--- src/rtl/core/text_console_writer_defines.svh ---
// Assertion macros shared by the console writer RTL.
// Included by the top level; depends on nothing else.
`ifndef TEXT_CONSOLE_WRITER_DEFINES_SVH
`define TEXT_CONSOLE_WRITER_DEFINES_SVH

// Implication checked on every clock edge outside reset.
`define TCW_ASSERT(LBL, CLK, RSTN, ANTE, CONS, MSG) \
  LBL: assert property (@(posedge CLK) disable iff (!RSTN) (ANTE) |-> (CONS)) \
    else $error(MSG);

// Next-cycle implication that is also checked while reset is applied.
`define TCW_ASSERT_NEXT(LBL, CLK, ANTE, CONS, MSG) \
  LBL: assert property (@(posedge CLK) (ANTE) |=> (CONS)) \
    else $error(MSG);

`endif

--- src/rtl/core/tcw_pkg.sv ---
// Shared types and constants for the text console writer.
// Used by every module of the block but tcw_ram; depends on nothing.
`default_nettype none

package tcw_pkg;

  localparam int CELL_W   = 16;
  localparam int CHAR_W   = 8;
  localparam int COLOR_W  = 4;
  localparam int CMD_W    = 3;
  localparam int COL_IN_W = 7;
  localparam int ROW_IN_W = 5;
  localparam int POS_W    = 11;
  localparam int CFG_IDX_W = 2;
  localparam int CFG_DATA_W = 4;
  // Widths of the cursor move arithmetic, sized for the largest screen.
  localparam int X_W = 8;
  localparam int Y_W = 7;

  localparam logic [CMD_W-1:0] CMD_PUT_DEFAULT = 3'd0;
  localparam logic [CMD_W-1:0] CMD_PUT_COLOR   = 3'd1;
  localparam logic [CMD_W-1:0] CMD_SET_CURSOR  = 3'd2;
  localparam logic [CMD_W-1:0] CMD_CLEAR       = 3'd3;
  localparam logic [CMD_W-1:0] CMD_READ        = 3'd4;

  localparam logic [CFG_IDX_W-1:0] CFG_TEXT_MODE  = 2'd0;
  localparam logic [CFG_IDX_W-1:0] CFG_DEFAULT_FG = 2'd1;
  localparam logic [CFG_IDX_W-1:0] CFG_DEFAULT_BG = 2'd2;

  localparam logic [CHAR_W-1:0]  NEWLINE_CHAR = 8'h0A;
  localparam logic [CHAR_W-1:0]  BLANK_CHAR   = 8'h20;
  localparam logic [COLOR_W-1:0] RESET_FG     = 4'h7;
  localparam logic [COLOR_W-1:0] RESET_BG     = 4'h0;
  localparam logic [CELL_W-1:0]  RESET_CELL   = {RESET_BG, RESET_FG, BLANK_CHAR};

  // Operation decided by the front end for each request.
  typedef enum logic [2:0] {
    OP_NOP,
    OP_PUT,
    OP_NEWLINE,
    OP_SETCUR,
    OP_CLEAR,
    OP_READ
  } op_t;

  typedef struct packed {
    op_t                 op;
    logic [CELL_W-1:0]   cell_word;
    logic [COL_IN_W-1:0] col;
    logic [ROW_IN_W-1:0] row;
  } entry_t;

endpackage

`default_nettype wire

--- src/rtl/core/tcw_front.sv ---
// Front end: takes requests and turns each into a decoded queue entry.
// Depends on tcw_pkg.
`default_nettype none

module tcw_front import tcw_pkg::*; #(
  parameter int COLS = 80,
  parameter int ROWS = 25
) (
  input  wire logic                in_valid,
  output logic                     in_stall,
  input  wire logic [CMD_W-1:0]    in_cmd,
  input  wire logic [CHAR_W-1:0]   in_ch,
  input  wire logic [COLOR_W-1:0]  in_fg,
  input  wire logic [COLOR_W-1:0]  in_bg,
  input  wire logic [COL_IN_W-1:0] in_col,
  input  wire logic [ROW_IN_W-1:0] in_row,
  input  wire logic                text_mode,
  input  wire logic [COLOR_W-1:0]  default_fg,
  input  wire logic [COLOR_W-1:0]  default_bg,
  input  wire logic                init_busy,
  input  wire logic                q_full,
  output logic                     q_push,
  output entry_t                   q_entry
);

  logic read_ok;

  // Reads outside the screen become no-ops, so they simply return zero.
  assign read_ok  = (32'(in_col) < COLS) && (32'(in_row) < ROWS);
  assign in_stall = q_full | init_busy;
  assign q_push   = in_valid & ~in_stall;

  always_comb begin
    q_entry.op        = OP_NOP;
    q_entry.cell_word = {default_bg, default_fg, BLANK_CHAR};
    q_entry.col       = in_col;
    q_entry.row       = in_row;
    if (text_mode) begin
      unique case (in_cmd) inside
        CMD_PUT_DEFAULT, CMD_PUT_COLOR: begin
          if (in_ch == NEWLINE_CHAR) begin
            q_entry.op = OP_NEWLINE;
          end else begin
            q_entry.op = OP_PUT;
            if (in_cmd == CMD_PUT_COLOR) begin
              q_entry.cell_word = {in_bg, in_fg, in_ch};
            end else begin
              q_entry.cell_word = {default_bg, default_fg, in_ch};
            end
          end
        end
        CMD_SET_CURSOR: q_entry.op = OP_SETCUR;
        CMD_CLEAR:      q_entry.op = OP_CLEAR;
        CMD_READ:       q_entry.op = read_ok ? OP_READ : OP_NOP;
        default:        q_entry.op = OP_NOP;
      endcase
    end
  end

endmodule

`default_nettype wire

--- config.mk ---
export PLATFORM = sky130hd
export DESIGN_NAME = tcw_front
export DESIGN_NICKNAME = d
export VERILOG_FILES = /design/src/rtl/core/text_console_writer_defines.svh /design/src/rtl/core/tcw_pkg.sv /design/src/rtl/core/tcw_front.sv
export SDC_FILE = /design/constraint.sdc
export NUM_CORES = 1
export LEC_CHECK = 0
export BUFFER_PORTS_ARGS = -buffer_cell sky130_fd_sc_hd__buf_2
export CORE_MARGIN = 4
export CORE_UTILIZATION = 25
export DETAILED_ROUTE_END_ITERATION = 10
export PLACE_DENSITY = 0.76
export SLEW_MARGIN = 20
export SYNTH_ARGS = -nofsm -noshare
export SYNTH_HDL_FRONTEND = slang
export SYNTH_SLANG_ARGS = --single-unit
--- constraint.sdc ---
create_clock -name vclk -period 5.2
set_input_delay 1.04 -clock vclk [all_inputs]
set_output_delay 1.04 -clock vclk [all_outputs]
set_load 0.01 [all_outputs]
Word level (Yosys, flattened, before mapping)
Cells that the tools add are included.
{"block": "classes", "eq_ne": 5, "mux": 7, "n_reduce_logical": 3, "bitwise_logic": 3, "order_cmp": 2}
{"operator": "2-to-1 mux 16 bit", "n": 3}
{"operator": "2-to-1 mux 19 bit", "n": 1}
{"operator": "case mux 3 bit (4 select lines)", "n": 1}
{"operator": "equality test 8 x 4 -> 1 bit (second input constant)", "n": 1}
{"operator": "less-than comparator 7 bit (second input constant)", "n": 1}
{"operator": "equality test 3 x 2 -> 1 bit (second input constant)", "n": 2}
{"operator": "less-than comparator 5 bit (second input constant)", "n": 1}
{"operator": "equality test 3 x 1 -> 1 bit (second input constant)", "n": 1}
{"operator": "equality test 3 bit (second input constant)", "n": 1}
{"operator": "logical NOT 3 bit", "n": 1}
{"operator": "2-to-1 mux 3 bit", "n": 1}
{"operator": "2-to-1 mux 2 bit", "n": 1}
{"operator": "OR reduction 2 bit", "n": 1}
{"operator": "bitwise AND 1 bit", "n": 1}
{"operator": "logical AND 1 bit", "n": 1}
{"operator": "inverter 1 bit", "n": 1}
{"operator": "bitwise OR 1 bit", "n": 1}
{"block": "totals", "out_inout_bits": 33, "inputBits": 43, "wordCells": 20, "reg_bits": 0}

Depth between registers and ports, before layout
Gate-level depths: netlist of run 1.
{"block": "logic_depth", "depth_word": 5, "ltp_mapped": 4, "mapped_depth_nobuf": 3}

Worst setup path after synthesis of run 1
OpenSTA, ideal clock, no wires.
{"block": "synth_path", "path_type": "input -> output", "start": "input port in_ch[1]", "end": "output port q_entry[20] in the netlist's numbering", "stages": 3, "required_time_ns": 4.160, "setup_slack_ns": 1.971, "arrival_ns": 2.189, "n_path_buf": 0, "path_cell_list": "nor4bb_2 a2111oi_4 mux2_2"}
{"item": "from (decl)", "line_no": "tcw_front.sv:12", "text": "input wire logic [CHAR_W-1:0] in_ch,"}
{"item": "to (decl)", "line_no": "tcw_front.sv:23", "text": "output entry_t q_entry"}

==> impl_metrics.csv, run 1 <==
group,metric,value,unit
outcome,outcome,"finished clean",
routing,drt_first_pass_iters,1,
finish,nets,151,
power_and_ir_drop,leakage,0.382,nW
synthesis,seq_area_frac_synth,0,
sta,finalHoldViolCount,0,
global_route,overflow,0,
synthesis,synth.distinct_cells,22,
worst_setup_path,path_common_cell,"buf_2",
routing,wl_per_cell,11.7,um
worst_setup_path,critPathLaunch,"in_ch[3]",
placement,port_buffers,68,
routing,route.vias.total,544,
floorplanning,coreArea,1510,um^2
routing,drt_iter0_drc,0,
worst_setup_path,crit_end,"q_entry[24]",
sta,setup_tns,0,ns
synthesis,synth.most_common_cell,"buf_4",
placement,hpwl,1370,um
clocking,cts_setup_buffers,0,
sta,setup_ws,1.68,ns
routing,via_per_inst,4.46,
synthesis,ys_warn_count,0,
finish,diodes,0,
routing,drc,0,
sta,maxSlewViolCount,0,
worst_setup_path,crit_fanout,8,
sta,fmax,284,MHz
clocking,cts_resized,0,
synthesis,synth_fp_nets,94,
sta,maxSlewHeadroom,0.613,
global_route,grt_pass1_wl,1900,um
sta,finalCritPeriodShare,0.676,
global_route,grt_max_degree,9,
placement,place_congestion,0.684,
sta,rsz0062_at_grt,"no",
floorplanning,fp.dieH,48.0,um
sta,min_period,3.52,ns
worst_setup_path,worst_ep_required_time,4.16,ns
floorplanning,core.rowCount,14,
finish,nFlopsAndLatches,0,
synthesis,synthTopCellsByArea,"buf_4 22%, mux2_2 20%, and2_1 11%, a2111oi_4 6.9%, nor4bb_2 4.1%",
sta,setup_violations,0,
finish,drive_gt1_frac,0.745,
placement,placed_area,667,um^2
finish,final_area,667,um^2
global_route,track_usage,0.110,
finish,clkbuf_count,0,
worst_setup_path,max_stage_delay,0.61,ns
worst_setup_path,crit_type,"primary input to primary output",
worst_hold_path,min-delay-path-class,"primary input to primary output",
sta,max_slew.worst_pin.slew,0.581,ns
floorplanning,fp.dieW,48.0,um
synthesis,synth_area_leader_cell,"buf_4",
floorplanning,ios,76,
clocking,ctsHoldBuffers,0,
power_and_ir_drop,powerDensity,68.3,nW/um^2
worst_setup_path,worstPathArrival,2.48,ns
run,maxCapViolations,0,
synthesis,netlist_area,400,um^2
global_route,antenna_found_initial,0,
worst_hold_path,holdPathStages,0,
placement,pre_cts_slack,1.66,ns
synthesis,avgSynthCellArea,7.85,um^2
worst_setup_path,endpoint_kind,"primary output",
sta,hold_slack,2.08,ns
synthesis,synth_commonest_cells,"12 x buf_4, 7 x and2_1, 7 x mux2_2, 3 x nor2_1",
finish,fin_util,0.443,
worst_setup_path,worst_setup_path_start_kind,"primary input",
floorplanning,initial_utilization,0.266,
worst_setup_path,slowest_stage,"a2111oi_4",
synthesis,yosys.area.top_type_share,0.225,
floorplanning,dieArea,2310,um^2
worst_setup_path,crit_chain,"buf_2 > nor4bb_2 > a2111oi_4 > mux2_2 > buf_2",
finish,area_growth,66.6,%
routing,ant_nets,0,
power_and_ir_drop,peakVddDrop,27.1,uV
routing,wirelength,1430,um
global_route,grt_pass1_vias,492,
finish,seq_area,0,um^2
synthesis,syn-instance-count,51,
-- through the flow --
| step | instances | power, mW |
|---|---|---|
| global placement | 122 | 0.0450 |
| detailed placement | 122 | 0.0462 |
| CTS | 122 | 0.0463 |
| floorplan | 51 | 0.0268 |
| global route | 122 | 0.0504 |
| finish | 122 | 0.0456 |
-- power breakdown --
part / total, mW / internal (mW) / switching [mW] / leakage (nW)
Clock: 0 / 0 / 0 / 0
Combinational: 0.0456 / 0.0248 / 0.0208 / 0.382
Sequential: 0 / 0 / 0 / 0
-- worst max-delay path: cells and delay by family --
| kind | cells | cell delay, ns |
|---|---|---|
| compound gates | 1 | 0.61 |
| buf+inv | 2 | 0.24 |
| mux | 1 | 0.40 |
| simple gates | 1 | 0.18 |
-- worst min path at each step --
stage	end	start	slack, ns
2_1_floorplan	q_push	in_valid	2.17
3_3_place_gp	q_entry[6]	in_col[1]	2.08
3_5_place_dp	q_entry[6]	in_col[1]	2.08
4_1_cts	q_entry[6]	in_col[1]	2.08
5_1_grt	q_entry[6]	in_col[1]	2.08
6_report	q_entry[6]	in_col[1]	2.08
-- cells in the final DEF (no fill, tap or decap), types with 2 or more instances in the layout --
cell type,count
nand2b_1,2
and2_1,7
buf_2,68
inv_1,2
mux2_2,7
nand2_1,2
nor2_1,3
a21oi_1,2
-- metal layers --
| layer | up-vias | global-route usage | wire length (um) |
|---|---|---|---|
| met5 | - | 0 | 0 |
| li1 | 278 | - | - |
| met4 | 0 | 0 | 0 |
| met1 | 225 | 0.109 | 408 |
| met2 | 41 | 0.248 | 824 |
| met3 | 0 | 0.00752 | 194 |
-- cell type report --
class	count	area [um^2]
Timing Repair Buffer	68	340
Fill cell	163	840
Inverter	2	7.51
Tap cell	16	20.0
Multi-Input combinational cell	36	299
-- cells by family (layout without fill, tap and decap cells) --
group	Yosys count	after routing	share of synthesized area
AOI/OAI and AO/OA	8	8	0.188
buffers and inverters	15	70	0.253
muxes	8	8	0.225
and+or+nand+nor	20	20	0.334
(Power assumes the default switching activity.)
==> run 2: changes to the inputs <==
--- a/config.mk
+++ b/config.mk
@@ -5,11 +5,13 @@
 export SDC_FILE = /design/constraint.sdc
 export NUM_CORES = 1
 export LEC_CHECK = 0
+export ABC_AREA = 1
 export BUFFER_PORTS_ARGS = -buffer_cell sky130_fd_sc_hd__buf_2
+export CORE_ASPECT_RATIO = 0.7
 export CORE_MARGIN = 4
 export CORE_UTILIZATION = 25
 export DETAILED_ROUTE_END_ITERATION = 10
-export PLACE_DENSITY = 0.76
+export PLACE_DENSITY = 0.67
 export SLEW_MARGIN = 20
 export SYNTH_ARGS = -nofsm -noshare
 export SYNTH_HDL_FRONTEND = slang
==> constraint.sdc (replaced) <==
create_clock -name vclk -period 3.6
set_input_delay 0.72 -clock vclk [all_inputs]
set_output_delay 0.72 -clock vclk [all_outputs]
set_load 0.01 [all_outputs]
==> impl_metrics.csv, run 2 <==
group,metric,value,unit
synthesis,avgSynthCellArea,5.33,um^2
finish,layout_commonest_cell,"buf_2",
floorplanning,core.rowCount,13,
finish,final_area,778,um^2
finish,area_growth,52.1,%
finish,drive_gt1_frac,0.570,
global_route,overflow,0,
floorplanning,initial_utilization,0.269,
clocking,ctsHoldBuffers,0,
sta,finalCritPeriodShare,0.654,
power_and_ir_drop,powerDensity,100,nW/um^2
global_route,grt_pass1_wl,2460,um
placement,place_congestion,0.742,
routing,route.vias.total,736,
worst_setup_path,crit_fanout,12,
synthesis,synth.distinct_cells,16,
synthesis,ys_warn_count,0,
synthesis,synth_commonest_cells,"29 x nand2_1, 12 x buf_4, 12 x inv_1, 11 x nand3_1, 9 x nor2_1",
finish,clkbuf_count,0,
worst_setup_path,worst_ep_required_time,2.88,ns
sta,setup_violations,0,
synthesis,synthTopCellsByArea,"nand2_1 21%, buf_4 18%, nand3_1 11%, nor3_2 9.8%, inv_1 8.8%",
sta,fmax,425,MHz
placement,hpwl,1500,um
finish,final_cell_mix,"68 x buf_2, 29 x nand2_1, 12 x inv_1, 11 x nand3_1, 9 x nor2_1",
synthesis,netlist_area,512,um^2
worst_setup_path,worstPathArrival,1.63,ns
power_and_ir_drop,combPwrFrac,1.000,
floorplanning,ios,76,
finish,finalNonFillerCells,173,
worst_setup_path,crit_type,"primary input to primary output",
sta,setup_tns,0,ns
placement,port_buffers,68,
floorplanning,fp.dieH,45.9,um
power_and_ir_drop,swShare,0.541,
routing,wl_per_cell,9.25,um
run,maxCapViolations,0,
global_route,grt_pass1_vias,619,
worst_setup_path,worst_setup_path_start_kind,"primary input",
worst_setup_path,path_common_cell,"nand2_1",
power_and_ir_drop,intPower,0.0358,mW
routing,drt_iter0_drc,15,
synthesis,yosys.area.top_type_share,0.213,
power_and_ir_drop,clkPwrFrac,0,
worst_hold_path,min-delay-path-class,"primary input to primary output",
power_and_ir_drop,netSwitchingPower,0.0422,mW
power_and_ir_drop,seqPwrFrac,0,
sta,max_slew.worst_pin.slew,0.243,ns
power_and_ir_drop,leakage,0.530,nW
floorplanning,fp.dieW,62.1,um
routing,drc,0,
worst_setup_path,slowest_stage,"nand2_2",
finish,nFillCells,201,
finish,seq_area,0,um^2
finish,diodes,0,
synthesis,synth_area_leader_cell,"nand2_1",
worst_setup_path,max_stage_delay,0.18,ns
routing,drt_first_pass_iters,4,
floorplanning,coreArea,1900,um^2
clocking,cts_resized,0,
finish,fin_util,0.409,
placement,dp_cells,173,
sta,maxSlewHeadroom,0.838,
worst_setup_path,crit_chain,"buf_2 > inv_1 > nand2_1 > nor2_2 > nand2_2 > nand2_4 > nand2_1 > nand2_1 > buf_2",
synthesis,synth.most_common_cell,"nand2_1",
finish,nFlopsAndLatches,0,
synthesis,seq_area_frac_synth,0,
power_and_ir_drop,peakVddDrop,45.4,uV
routing,ant_nets,0,
outcome,outcome,"finished clean",
sta,min_period,2.35,ns
worst_setup_path,endpoint_kind,"primary output",
sta,rsz0062_at_grt,"no",
synthesis,syn-instance-count,96,
floorplanning,dieArea,2850,um^2
synthesis,synth_fp_nets,139,
global_route,grt_max_degree,13,
routing,via_per_inst,4.25,
global_route,track_usage,0.106,
finish,nets,196,
sta,maxSlewViolCount,0,
routing,wirelength,1600,um
sta,finalHoldViolCount,0,
placement,placed_area,778,um^2
global_route,antenna_found_initial,0,
clocking,cts_setup_buffers,0,
==> run 2: power groups by stage <==
stage	combinational (mW)	sequential [mW]	clock [mW]
final	0.0781	0	0
after global routing	0.0877	0	0
after floorplan	0.0483	0	0
after global placement	0.0775	0	0
after CTS	0.0793	0	0
after detailed placement	0.0791	0	0
==> run 2: final timing paths <==
| check | from | endpoint | slack, ns | cells after the start |
|---|---|---|---|---|
| worst min-delay path | in_col[2] | q_entry[7] | 1.44 | 0 |
| worst max-delay path | in_ch[7] | q_entry[24] | 1.25 | 9 |
==> run 2: layout make-up <==
cell class | count | area [um^2] | area share
Multi-Input combinational cell | 66 | 347 | 0.445
Timing Repair Buffer | 68 | 340 | 0.437
Inverter | 17 | 63.8 | 0.0820
Tap cell | 22 | 27.5 | 0.0354
==> run 2: worst max-delay path, delay by kind of cell <==
kind,cells,cell delay (ns)
buffers and inverters,3,0.28
and+or+nand+nor,6,0.63
==> run 2: per-layer routing <==
metal  vias to the layer above  global-route usage  part of all wire
met4                         0             0.00847                 0
met1                       320               0.140              0.39
met2                        24               0.192              0.56
li1                        392                   -                 -
met3                         0             0.00850             0.048
met5                         -                   0                 0
==> run 2: per-stage QoR <==
step | power (mW) | hold slack [ns] | setup slack, ns
after floorplan | 0.0483 | 1.52 | 1.54
after global placement | 0.0775 | 1.44 | 1.27
after detailed placement | 0.0791 | 1.44 | 1.23
after CTS | 0.0793 | 1.44 | 1.23
after global routing | 0.0877 | 1.44 | 1.08
final | 0.0781 | 1.44 | 1.25
==> run 2: logic make-up (layout without fill, tap and decap cells) <==
kind of cell	after synthesis	after routing	synth area share
AO/OA/AOI/OAI	2	2	0.0196
buffers and inverters	30	85	0.323
AND/OR/NAND/NOR	64	64	0.658
