--- config.mk ---
export PLATFORM = sky130hd
export DESIGN_NAME = tcw_queue
export DESIGN_NICKNAME = d
export VERILOG_FILES = /design/src/rtl/core/text_console_writer_defines.svh /design/src/rtl/core/tcw_pkg.sv /design/src/rtl/core/tcw_queue.sv
export SDC_FILE = /design/constraint.sdc
export NUM_CORES = 1
export LEC_CHECK = 0
export BUFFER_PORTS_ARGS = -buffer_cell sky130_fd_sc_hd__clkbuf_2
export CORE_MARGIN = 2
export CORE_UTILIZATION = 33
export CTS_CLUSTER_SIZE = 25
export DETAILED_ROUTE_END_ITERATION = 6
export PLACE_DENSITY = 0.66
export SLEW_MARGIN = 20
export SYNTH_ARGS = -nofsm -noshare
export SYNTH_HDL_FRONTEND = slang
export SYNTH_SLANG_ARGS = --single-unit
--- constraint.sdc ---
create_clock -name clk -period 3.5 [get_ports clk]
set_input_delay 1.05 -clock clk [delete_from_list [all_inputs] [get_ports clk]]
set_output_delay 1.05 -clock clk [all_outputs]
set_load 0.01 [all_outputs]
--- src/rtl/core/text_console_writer_defines.svh ---
// Assertion macros shared by the console writer RTL.
// Included by the top level; depends on nothing else.
`ifndef TEXT_CONSOLE_WRITER_DEFINES_SVH
`define TEXT_CONSOLE_WRITER_DEFINES_SVH

// Implication checked on every clock edge outside reset.
`define TCW_ASSERT(LBL, CLK, RSTN, ANTE, CONS, MSG) \
  LBL: assert property (@(posedge CLK) disable iff (!RSTN) (ANTE) |-> (CONS)) \
    else $error(MSG);

// Next-cycle implication that is also checked while reset is applied.
`define TCW_ASSERT_NEXT(LBL, CLK, ANTE, CONS, MSG) \
  LBL: assert property (@(posedge CLK) (ANTE) |=> (CONS)) \
    else $error(MSG);

`endif

--- src/rtl/core/tcw_pkg.sv ---
// Shared types and constants for the text console writer.
// Used by every module of the block but tcw_ram; depends on nothing.
`default_nettype none

package tcw_pkg;

  localparam int CELL_W   = 16;
  localparam int CHAR_W   = 8;
  localparam int COLOR_W  = 4;
  localparam int CMD_W    = 3;
  localparam int COL_IN_W = 7;
  localparam int ROW_IN_W = 5;
  localparam int POS_W    = 11;
  localparam int CFG_IDX_W = 2;
  localparam int CFG_DATA_W = 4;
  // Widths of the cursor move arithmetic, sized for the largest screen.
  localparam int X_W = 8;
  localparam int Y_W = 7;

  localparam logic [CMD_W-1:0] CMD_PUT_DEFAULT = 3'd0;
  localparam logic [CMD_W-1:0] CMD_PUT_COLOR   = 3'd1;
  localparam logic [CMD_W-1:0] CMD_SET_CURSOR  = 3'd2;
  localparam logic [CMD_W-1:0] CMD_CLEAR       = 3'd3;
  localparam logic [CMD_W-1:0] CMD_READ        = 3'd4;

  localparam logic [CFG_IDX_W-1:0] CFG_TEXT_MODE  = 2'd0;
  localparam logic [CFG_IDX_W-1:0] CFG_DEFAULT_FG = 2'd1;
  localparam logic [CFG_IDX_W-1:0] CFG_DEFAULT_BG = 2'd2;

  localparam logic [CHAR_W-1:0]  NEWLINE_CHAR = 8'h0A;
  localparam logic [CHAR_W-1:0]  BLANK_CHAR   = 8'h20;
  localparam logic [COLOR_W-1:0] RESET_FG     = 4'h7;
  localparam logic [COLOR_W-1:0] RESET_BG     = 4'h0;
  localparam logic [CELL_W-1:0]  RESET_CELL   = {RESET_BG, RESET_FG, BLANK_CHAR};

  // Operation decided by the front end for each request.
  typedef enum logic [2:0] {
    OP_NOP,
    OP_PUT,
    OP_NEWLINE,
    OP_SETCUR,
    OP_CLEAR,
    OP_READ
  } op_t;

  typedef struct packed {
    op_t                 op;
    logic [CELL_W-1:0]   cell_word;
    logic [COL_IN_W-1:0] col;
    logic [ROW_IN_W-1:0] row;
  } entry_t;

endpackage

`default_nettype wire

--- src/rtl/core/tcw_queue.sv ---
// Two-entry queue of decoded requests between the front and back ends.
// Depends on tcw_pkg.
`default_nettype none

module tcw_queue import tcw_pkg::*; (
  input  wire logic   clk,
  input  wire logic   rst_n,
  input  wire logic   push,
  input  wire entry_t push_entry,
  output logic        full,
  input  wire logic   pop,
  output logic        valid,
  output entry_t      head
);

  entry_t     slot_r [2];
  logic       wr_ptr_r, wr_ptr_nxt;
  logic       rd_ptr_r, rd_ptr_nxt;
  logic [1:0] count_r, count_nxt;

  assign full  = (count_r == 2'd2);
  assign valid = (count_r != 2'd0);
  assign head  = slot_r[rd_ptr_r];

  always_comb begin
    wr_ptr_nxt = push ? ~wr_ptr_r : wr_ptr_r;
    rd_ptr_nxt = pop ? ~rd_ptr_r : rd_ptr_r;
    count_nxt  = count_r;
    if (push && !pop) begin
      count_nxt = count_r + 2'd1;
    end else if (pop && !push) begin
      count_nxt = count_r - 2'd1;
    end
  end

  always_ff @(posedge clk) begin
    if (!rst_n) begin
      wr_ptr_r <= 1'b0;
      rd_ptr_r <= 1'b0;
      count_r  <= 2'd0;
    end else begin
      wr_ptr_r <= wr_ptr_nxt;
      rd_ptr_r <= rd_ptr_nxt;
      count_r  <= count_nxt;
    end
  end

  always_ff @(posedge clk) begin
    if (push) begin
      slot_r[wr_ptr_r] <= push_entry;
    end
  end

endmodule

`default_nettype wire

## Yosys cells after proc, flatten, opt, wreduce, memory -nomap -nowiden

Memories as Yosys holds them, arrays and structs flattened. A register that Yosys moved wholly into a read port is not among the register bits.
Cells that the tools add are included.

- Bits of input ports: 35
- Register bits after elaboration: 4
- Output and inout port bits: 33
- Bits in writable memories: 62
- Memories kept: 1

Memory list:

| memory | depth | bits a word | rd ports | clocked after memory_dff | write ports | RTL line | RTL |
|---|---|---|---|---|---|---|---|
| slot_r | 2 | 31 | 1 | 1 | 1 | tcw_queue.sv:16 | `entry_t slot_r [2];` |

- Add/sub/neg operators: 2
- Multiplexer cells: 6
- Bitwise gates (word level): 2
- Reductions and logical operators: 6
- Equal/unequal tests: 1

Operators by type and width:

| cell | number |
|---|---|
| 1-bit two-way mux | 4 |
| 2-bit two-way mux | 2 |
| 2-bit nonzero test | 2 |
| 2-bit by 1-bit adder with 2-bit output, second input constant | 1 |
| 2-bit equality test, second input constant | 1 |
| 1-bit logical AND | 2 |
| 1-bit logical NOT | 2 |
| 1-bit inverter | 2 |
| 2-bit by 1-bit subtractor with 2-bit output, second input constant | 1 |

## Depth between registers and ports, before layout

Gate-level depths: netlist of run 1.

- Word-level depth: 4
- Depth in mapped cells: 5
- Depth with buffers taken out: 5

## Least setup slack after synthesis of run 1

Ideal clock, no wire load.

- Path kind: input to register
- From: input port push
- To: memory slot_r[0][0] (netlist name) (enable)
- Setup slack: 0.590 ns
- Cell stages on the path: 1
- Arrival: 2.486 ns
- Buffers on the path: 0
- Cell sequence: nor2b_1

- Cells in the longest elaborated chain, start to end: 2

RTL lines:

| element | RTL line | RTL |
|---|---|---|
| start: declaration | tcw_queue.sv:8 | `input wire logic push,` |
| 1-bit two-way mux | tcw_queue.sv:49 | `if (push) begin` |
| 1-bit two-way mux (not written as such) | tcw_queue.sv:50 | `slot_r[wr_ptr_r] <= push_entry;` |
| end: declaration | tcw_queue.sv:16 |  |

No other way between the ends.

==> flow_summary.toml, run 1 <==
[pwr]
ir_drop_uv = 217
p_per_area_nw_per_um2 = 548
clkPwrFrac = 0.342
p_switching_w = 0.000375
swShare = 0.219
power_frac_comb = 0.111
intPower_w = 0.00134
power_frac_seq = 0.547
p_total_w = 0.00171
cellLeakagePower_nw = 1.20

[layout]
regArea_um2 = 1960
filler_cell_count = 689
multiInputGateArea_um2 = 474
area_delta_synth_final_pct = 27.5
num_antenna_cells = 0
drive_gt1_frac = 0.586
layout.nets = 234

[critical_path]
cp_data_required_time_ns = 2.45
crit_path_top_delay_cell = "mux2_2"
cp-start-kind = "register"
critPathKind = "register to primary output"
critPathMaxFanout = 16
critical_path.top_delay_family = "buffers and inverters"
crit_arrival_ns = 1.41
endpoint_kind = "primary output"
critical_path_buf_inv_count = 2
critical_path.cell_chain = "buf_4 > mux2_2 > clkbuf_2"
slowest_delay_ns = 0.37

[global_routing]
grt_pass1_wl_mm = 6.62
grt_max_degree = 33
overflow = 0
grt_antenna_before_repair = 0
gr-usage-all-layers = 0.110
grt_pass1_vias = 1309

[cts]
cts_tree = "built"
cts.sinks = 67
cts_hold_buffers = 0
insertion_delay_ns = 0.32
cts_root_buf = "clkbuf_8"
h-tree-depth = 3
cts_resized = 0
clockBufferDepth = 2
cts_setup_buffers = 0
clk_transition_reported_paths_ns = 0.07
cts_buffers = 9

[timing]
final-hold-violation-count = 0
maxSlewViolCount = 0
timing.final.ws_setup_ns = 1.04
fin_crit_ns = 2.46
max-slew-margin-rel = 0.701
fmax_mhz = 407
fin_setup_tns_ns = 0
final.period_utilization = 0.702
tightest_slew_ns = 0.448
worst_clock_skew_ns = 0.00609
finalSetupViolations = 0
rsz0062_at_grt = "false"

[drt]
ant_nets = 0
drc = 0
wirelength_mm = 4.17
first_iter_violations = 33
wl_per_cell_um = 13.8
vias = 1297
drt_pass1_iterations = 3
via_per_inst = 4.29

[floorplan]
fp.dieH_um = 90.1
dieArea_um2 = 8120
start_util = 0.339
rows = 31
coreArea_um2 = 7210
io_pins = 68
die_w_um = 90.1

[logic_synthesis]
synth_area_per_cell_um2 = 20.7
syn-num-nets = 154
synth_cells = 118
syn_area_um2 = 2450
yosysWarnings = 0
synth.distinct_cells = 16
yosys_register_bits = 67
ys_seq_area_frac = 0.802

[hold_path]
hp-class = "register to register"

[placed_design]
routabilityCongestion = 0.653
port_buffers = 67
pre_cts_ws_ns = 1.37
hpwl_mm = 2.79

[run_status]
status = "complete, no violations"

[job]
drv_cap = 0
-- stage by stage --
step / hold WS (ns) / std cells / utilization / instance area, um^2
global placement: 0.485 / 286 / 0.407 / 2940
finish: 0.512 / 302 / 0.432 / 3120
CTS: 0.516 / 302 / 0.432 / 3120
global route: 0.554 / 302 / 0.432 / 3120
detailed placement: 0.499 / 286 / 0.407 / 2940
floorplan: 0.461 / 118 / - / 2450
-- layer usage --
metal  GRT usage  routed length, um
met5           0                  0
met4      0.0654                 59
met3      0.0285                131
met2       0.179               2220
met1       0.130               1760
-- cells in the final DEF, fill, tap and decap left out --
| cell type | count |
|---|---|
| nor2b_1 | 1 |
| and2_1 | 4 |
| clkinv_1 | 3 |
| o21ai_0 | 1 |
| or3_1 | 1 |
| buf_4 | 5 |
| xnor2_1 | 1 |
| mux2_2 | 31 |
| o21a_1 | 1 |
| inv_1 | 1 |
| clkbuf_8 | 9 |
| clkinvlp_4 | 1 |
| dfxtp_1 | 5 |
| ha_1 | 1 |
| a21boi_1 | 1 |
| clkinv_2 | 2 |
| clkbuf_2 | 67 |
| nor2b_4 | 1 |
| edfxtp_1 | 62 |
| xor2_1 | 2 |
| bufinv_16 | 1 |
| and2b_2 | 1 |
| or2_2 | 1 |
-- power groups by stage --
stage / sequential [W] / combinational, W / clock (W)
6_report: 0.000936 / 0.000189 / 0.000586
5_1_grt: 0.000941 / 0.000207 / 0.000643
4_1_cts: 0.000936 / 0.000195 / 0.000611
3_5_place_dp: 0.000953 / 0.000194 / 0
3_3_place_gp: 0.000951 / 0.000190 / 0
2_1_floorplan: 0.000950 / 0.000109 / 0
-- layout make-up --
cell class / instances / area share
Sequential cell: 67 / 0.629
Multi-Input combinational cell: 47 / 0.152
Timing Repair Buffer: 72 / 0.120
Clock buffer: 9 / 0.0397
Tap cell: 99 / 0.0397
Clock inverter: 7 / 0.0189
Inverter: 1 / 0.00120
-- worst reg2reg max path, stage by stage, from the launching register on --
cell	delay, ns
dfxtp_1	0.34
nor2b_4	0.10
buf_4	0.40
-- flip-flops by register name, indices dropped and copies added, names as in the netlist, named ones only --
register	cells
count_r	2
rd_ptr_r	1
slot_r	62
wr_ptr_r	1
-- cells in the mapped netlist --
library cell | number | share of area
nor2b_1 | 2 | 0.0051
ha_1 | 1 | 0.0051
a21boi_1 | 1 | 0.0031
or2_2 | 1 | 0.0026
dfxtp_1 | 5 | 0.041
and2b_2 | 1 | 0.0036
xor2_1 | 2 | 0.0072
mux2_2 | 31 | 0.14
buf_2 | 3 | 0.0061
o21a_1 | 1 | 0.0031
inv_1 | 1 | 0.0015
and2_1 | 4 | 0.010
xnor2_1 | 1 | 0.0036
edfxtp_1 | 62 | 0.76
or3_1 | 1 | 0.0026
o21ai_0 | 1 | 0.0020
-- kinds of logic after synthesis --
logic type | synth area share
flip-flops | 0.802
multiplexers | 0.143
AND/OR/NAND/NOR | 0.0240
buffers and inverters | 0.00767
AO/OA/AOI/OAI | 0.00818
XOR/XNOR | 0.0107
adder cells (fa/ha/maj) | 0.00511
-- worst paths after layout --
kind	from	endpoint	slack, ns	depth (start not counted)
worst min-delay path	count_r[1]	count_r[1]	0.51	2
worst max-delay path	register	head[25]	1.04	3
worst max register to register	wr_ptr_r	slot_r[0][8]	2.29	2
worst min register to register	count_r[1]	count_r[1]	0.51	2
Note: power is estimated with default switching activity, not from simulation.
==> inputs of run 2 (changes only) <==
- clock period: 3.5 -> 2.4 ns (I/O delays scaled with it)
==> run 2 against run 1 <==
  * Combinational power is 47% higher
  * Sequential share of layout area up 0.076 points
  * Design area down 0.12%
  * Flip-flop and latch count stayed put
  * Clock skew about the same
  * Die area stayed put
  * Register-to-register slack got worse by 1.0 ns
==> flow_summary.toml, run 2 (synthesis results as in run 1) <==
[run_status]
status = "complete, no violations"

[critical_path]
critPathKind = "register to primary output"
critPathMaxFanout = 16
critical_path.top_delay_family = "buffers and inverters"
endpoint_kind = "primary output"
crit_path_top_delay_cell = "mux2_2"
critical_path_buf_inv_count = 2
cp_data_required_time_ns = 1.68
critical_path.cell_chain = "buf_4 > mux2_2 > clkbuf_2"
slowest_delay_ns = 0.38
cp-start-kind = "register"
crit_arrival_ns = 1.43

[pwr]
ir_drop_uv = 331
cellLeakagePower_nw = 1.20
clkPwrFrac = 0.336
p_switching_w = 0.000528
intPower_w = 0.00195
swShare = 0.213
power_frac_comb = 0.112
p_per_area_nw_per_um2 = 794
power_frac_seq = 0.551

[drt]
wirelength_mm = 4.05
drc = 0
via_per_inst = 4.31
vias = 1296
wl_per_cell_um = 13.5
wl_met2_mm = 2.05
drt-met1-wl_mm = 1.66
dr_wl_met3_um = 256
ant_nets = 0
first_iter_violations = 55
drt_pass1_iterations = 4
top_layer = "met4"

[timing]
fin_crit_ns = 2.15
tightest_slew_ns = 0.273
final.period_utilization = 0.894
finalSetupViolations = 0
timing.final.ws_setup_ns = 0.253
maxSlewViolCount = 0
max-slew-margin-rel = 0.818
rsz0062_at_grt = "false"
worst_clock_skew_ns = 0.00632
fmax_mhz = 466
fin_setup_tns_ns = 0
fin_hold_ws_ns = 0.502
final-hold-violation-count = 0

[floorplan]
fp.dieH_um = 90.1
rows = 31
die_w_um = 90.1
coreArea_um2 = 7210
io_pins = 68
dieArea_um2 = 8120
start_util = 0.339

[layout]
multiInputGateArea_um2 = 474
layout_common_cells = "clkbuf_2 (67), edfxtp_1 (62), mux2_2 (31)"
largest_reg_flops = 62
max_flop_register = "slot_r"
area_delta_synth_final_pct = 27.3
final_common_cell = "clkbuf_2"
top_regs = "slot_r x62, count_r x2"
num_antenna_cells = 0
filler_cell_count = 689
drive_gt1_frac = 0.589
regArea_um2 = 1960
layout.nets = 235

[cts]
cts_setup_buffers = 0
cts.sinks = 67
clockBufferDepth = 2
h-tree-depth = 3
cts_resized = 0
cts_root_buf = "clkbuf_8"
cts_hold_buffers = 0
cts_tree = "built"
clk_transition_reported_paths_ns = 0.06
cts_buffers = 9
insertion_delay_ns = 0.33

[hold_path]
hp-class = "register to register"

[placed_design]
pre_cts_ws_ns = 0.590
port_buffers = 67
routabilityCongestion = 0.682
hpwl_mm = 2.78

[global_routing]
grt_antenna_before_repair = 0
overflow = 0
grt_pass1_wl_mm = 6.54
gr-usage-all-layers = 0.108
grt_pass1_vias = 1338
grt_max_degree = 20

[job]
drv_cap = 0
[run 2: power by group through the flow]
stage | registers (W) | logic [W] | clock network (W)
final | 0.00136 | 0.000278 | 0.000833
after global routing | 0.00137 | 0.000305 | 0.000916
after CTS | 0.00136 | 0.000285 | 0.000859
after detailed placement | 0.00139 | 0.000284 | 0
after global placement | 0.00139 | 0.000280 | 0
after floorplan | 0.00139 | 0.000160 | 0
[run 2: cell type report]
cell class / count / area share
Clock buffer: 10 / 0.0410
Clock inverter: 4 / 0.0141
Inverter: 1 / 0.00120
Multi-Input combinational cell: 47 / 0.152
Sequential cell: 67 / 0.630
Tap cell: 99 / 0.0398
Timing Repair Buffer: 73 / 0.122
[run 2: final timing paths]
path                   start            end  slack [ns]  depth (start not counted)
setup / recovery    register        head[3]        0.25                          3
hold / removal    count_r[1]     count_r[1]        0.50                          2
setup reg to reg    wr_ptr_r  slot_r[1][25]        1.25                          2
hold reg to reg   count_r[1]     count_r[1]        0.50                          2
[run 2: metrics by stage]
step / utilization / cells / area [um^2] / power (W)
3_5_place_dp: 0.408 / 287 / 2940 / 0.00167
4_1_cts: 0.432 / 301 / 3120 / 0.00251
6_report: 0.432 / 301 / 3120 / 0.00247
5_1_grt: 0.432 / 301 / 3120 / 0.00259
2_1_floorplan: - / 118 / 2450 / 0.00155
3_3_place_gp: 0.408 / 287 / 2940 / 0.00167
[run 2: worst register-to-register path, stage by stage, from the launching register on]
cell,delay [ns]
dfxtp_1,0.38
and2_1,0.16
buf_4,0.28
[run 2: metal layers]
metal	GRT usage	vias to the layer above
li1	-	616
met1	0.121	628
met2	0.174	41
met3	0.0427	11
met4	0.0654	0
met5	0	-
==> inputs of run 3 (changes only) <==
- CTS_BUF_LIST: unset -> sky130_fd_sc_hd__clkbuf_2
==> run 3 against run 2 <==
  * Core utilization decreased by 0.85 points
  * Routed wire length increased by 0.69%
  * Flip-flop and latch count unchanged
  * Design area decreased by 2.0%
  * Critical path depth unchanged
  * Largest power group unchanged
==> flow_summary.toml, run 3 (synthesis results as in run 1) <==
[run_status]
status = "complete, no violations"

[floorplan]
io_pins = 68
rows = 31
fp.dieH_um = 90.1
dieArea_um2 = 8120
start_util = 0.339
coreArea_um2 = 7210
die_w_um = 90.1

[layout]
num_antenna_cells = 0
area_delta_synth_final_pct = 24.8
layout.nets = 235
layout_common_cells = "clkbuf_2 (77), edfxtp_1 (62), mux2_2 (31)"
final_common_cell = "clkbuf_2"
max_flop_register = "slot_r"
largest_reg_flops = 62
drive_gt1_frac = 0.599
top_regs = "slot_r x62, count_r x2"
filler_cell_count = 703

[cts]
clk_transition_reported_paths_ns = 0.16
cts.sinks = 67
h-tree-depth = 3
cts_setup_buffers = 0
insertion_delay_ns = 0.46
cts_buffers = 9
cts_root_buf = "clkbuf_2"
clockBufferDepth = 2
cts_hold_buffers = 0
cts_tree = "built"

[pwr]
power_frac_seq = 0.612
p_per_area_nw_per_um2 = 730
power_frac_comb = 0.127
intPower_w = 0.00172
ir_drop_uv = 302
swShare = 0.230
clkPwrFrac = 0.262
p_switching_w = 0.000513
cellLeakagePower_nw = 1.18

[hold_path]
min_path_cells = 1
hold_path_startpoint = "push_entry[20]"
hp-class = "primary input to register"
whs_endpoint = "slot_r[1][20]"

[drt]
via_per_inst = 4.32
drt_pass1_iterations = 3
drc = 0
wl_per_cell_um = 13.6
ant_nets = 0
vias = 1300
wirelength_mm = 4.08
first_iter_violations = 58

[critical_path]
crit_arrival_ns = 1.55
endpoint_kind = "primary output"
critPathKind = "register to primary output"
cp-start-kind = "register"
cp_data_required_time_ns = 1.68
r2r_cells = 2
r2r-start = "wr_ptr_r"
critPathMaxFanout = 16
r2r-end = "slot_r[1][25]"
regToRegSetupSlack_ns = 1.22

[timing]
fmax_mhz = 441
worst_clock_skew_ns = 0.0196
final.period_utilization = 0.944
max-slew-margin-rel = 0.821
fin_crit_ns = 2.27
finalSetupViolations = 0
rsz0062_at_grt = "false"
maxSlewViolCount = 0
final-hold-violation-count = 0
tightest_slew_ns = 0.269
fin_setup_tns_ns = 0
timing.final.ws_setup_ns = 0.135

[placed_design]
pre_cts_ws_ns = 0.590
hpwl_mm = 2.78
port_buffers = 67
routabilityCongestion = 0.682

[global_routing]
grt_antenna_before_repair = 0
overflow = 0
grt_max_degree = 20
grt_pass1_wl_mm = 6.53
gr-usage-all-layers = 0.107
grt_pass1_vias = 1324

[job]
drv_cap = 0
## run 3: cell count changes in the layout (fill, tap and decap cells not counted)
cell,delta
clkbuf_1,-1
buf_4,-2
dfxtp_2,+1
dfxtp_1,-1
clkbuf_8,-9
clkbuf_2,+10
buf_8,+2
## run 3: final cells by class
cell class	count	area [um^2]	area share
inverters	1	3.75	0.00123
clock inverters	4	43.8	0.0143
repair buffers	73	395	0.129
clock buffers	10	50.0	0.0164
well taps	99	124	0.0406
multi-input cells	47	474	0.155
flip-flops and latches	67	1960	0.643
## run 3: power groups by stage
stage	registers (W)	clock network (W)	logic, W
floorplan	0.00139	0	0.000160
global route	0.00137	0.000660	0.000310
detailed placement	0.00139	0	0.000284
CTS	0.00136	0.000603	0.000285
global placement	0.00139	0	0.000280
finish	0.00136	0.000583	0.000283
## run 3: timing repair
action                                 in CTS  in global routing
resized for setup                           0                  5
endpoints found under the hold margin       0                  0
setup endpoints to repair                   0                 31
## run 3: metrics by stage
| stage | area [um^2] | hold slack, ns | utilization | cells | total power (W) |
|---|---|---|---|---|---|
| floorplan | 2450 | 0.461 | - | 118 | 0.00155 |
| global placement | 2940 | 0.481 | 0.408 | 287 | 0.00167 |
| detailed placement | 2940 | 0.493 | 0.408 | 287 | 0.00167 |
| CTS | 3040 | 0.385 | 0.421 | 301 | 0.00225 |
| global route | 3050 | 0.342 | 0.423 | 301 | 0.00234 |
| finish | 3050 | 0.430 | 0.423 | 301 | 0.00223 |
## run 3: worst max path at each step
| stage | endpoint | slack, ns | cells past startpoint |
|---|---|---|---|
| 2_1_floorplan | slot_r[0][0] | 0.41 | 1 |
| 3_3_place_gp | head[3] | 0.61 | 3 |
| 3_5_place_dp | head[3] | 0.59 | 3 |
| 4_1_cts | head[3] | 0.03 | 3 |
| 5_1_grt | head[3] | 0.02 | 3 |
| 6_report | head[3] | 0.13 | 3 |
## run 3: critical path, cell delays in order, from the launching register on
cell      delay, ns
dfxtp_2        0.41
buf_8          0.18
mux2_2         0.37
clkbuf_2       0.13
## run 3: layer usage
metal  routed length [um]  track usage  part of all wire  up-vias
li1                     -            -                 -      618
met1                 1690        0.121              0.42      632
met2                 2030        0.172              0.50       42
met3                  272       0.0453             0.067        8
met4                   80       0.0577             0.020        0
met5                    0            0                 0        -
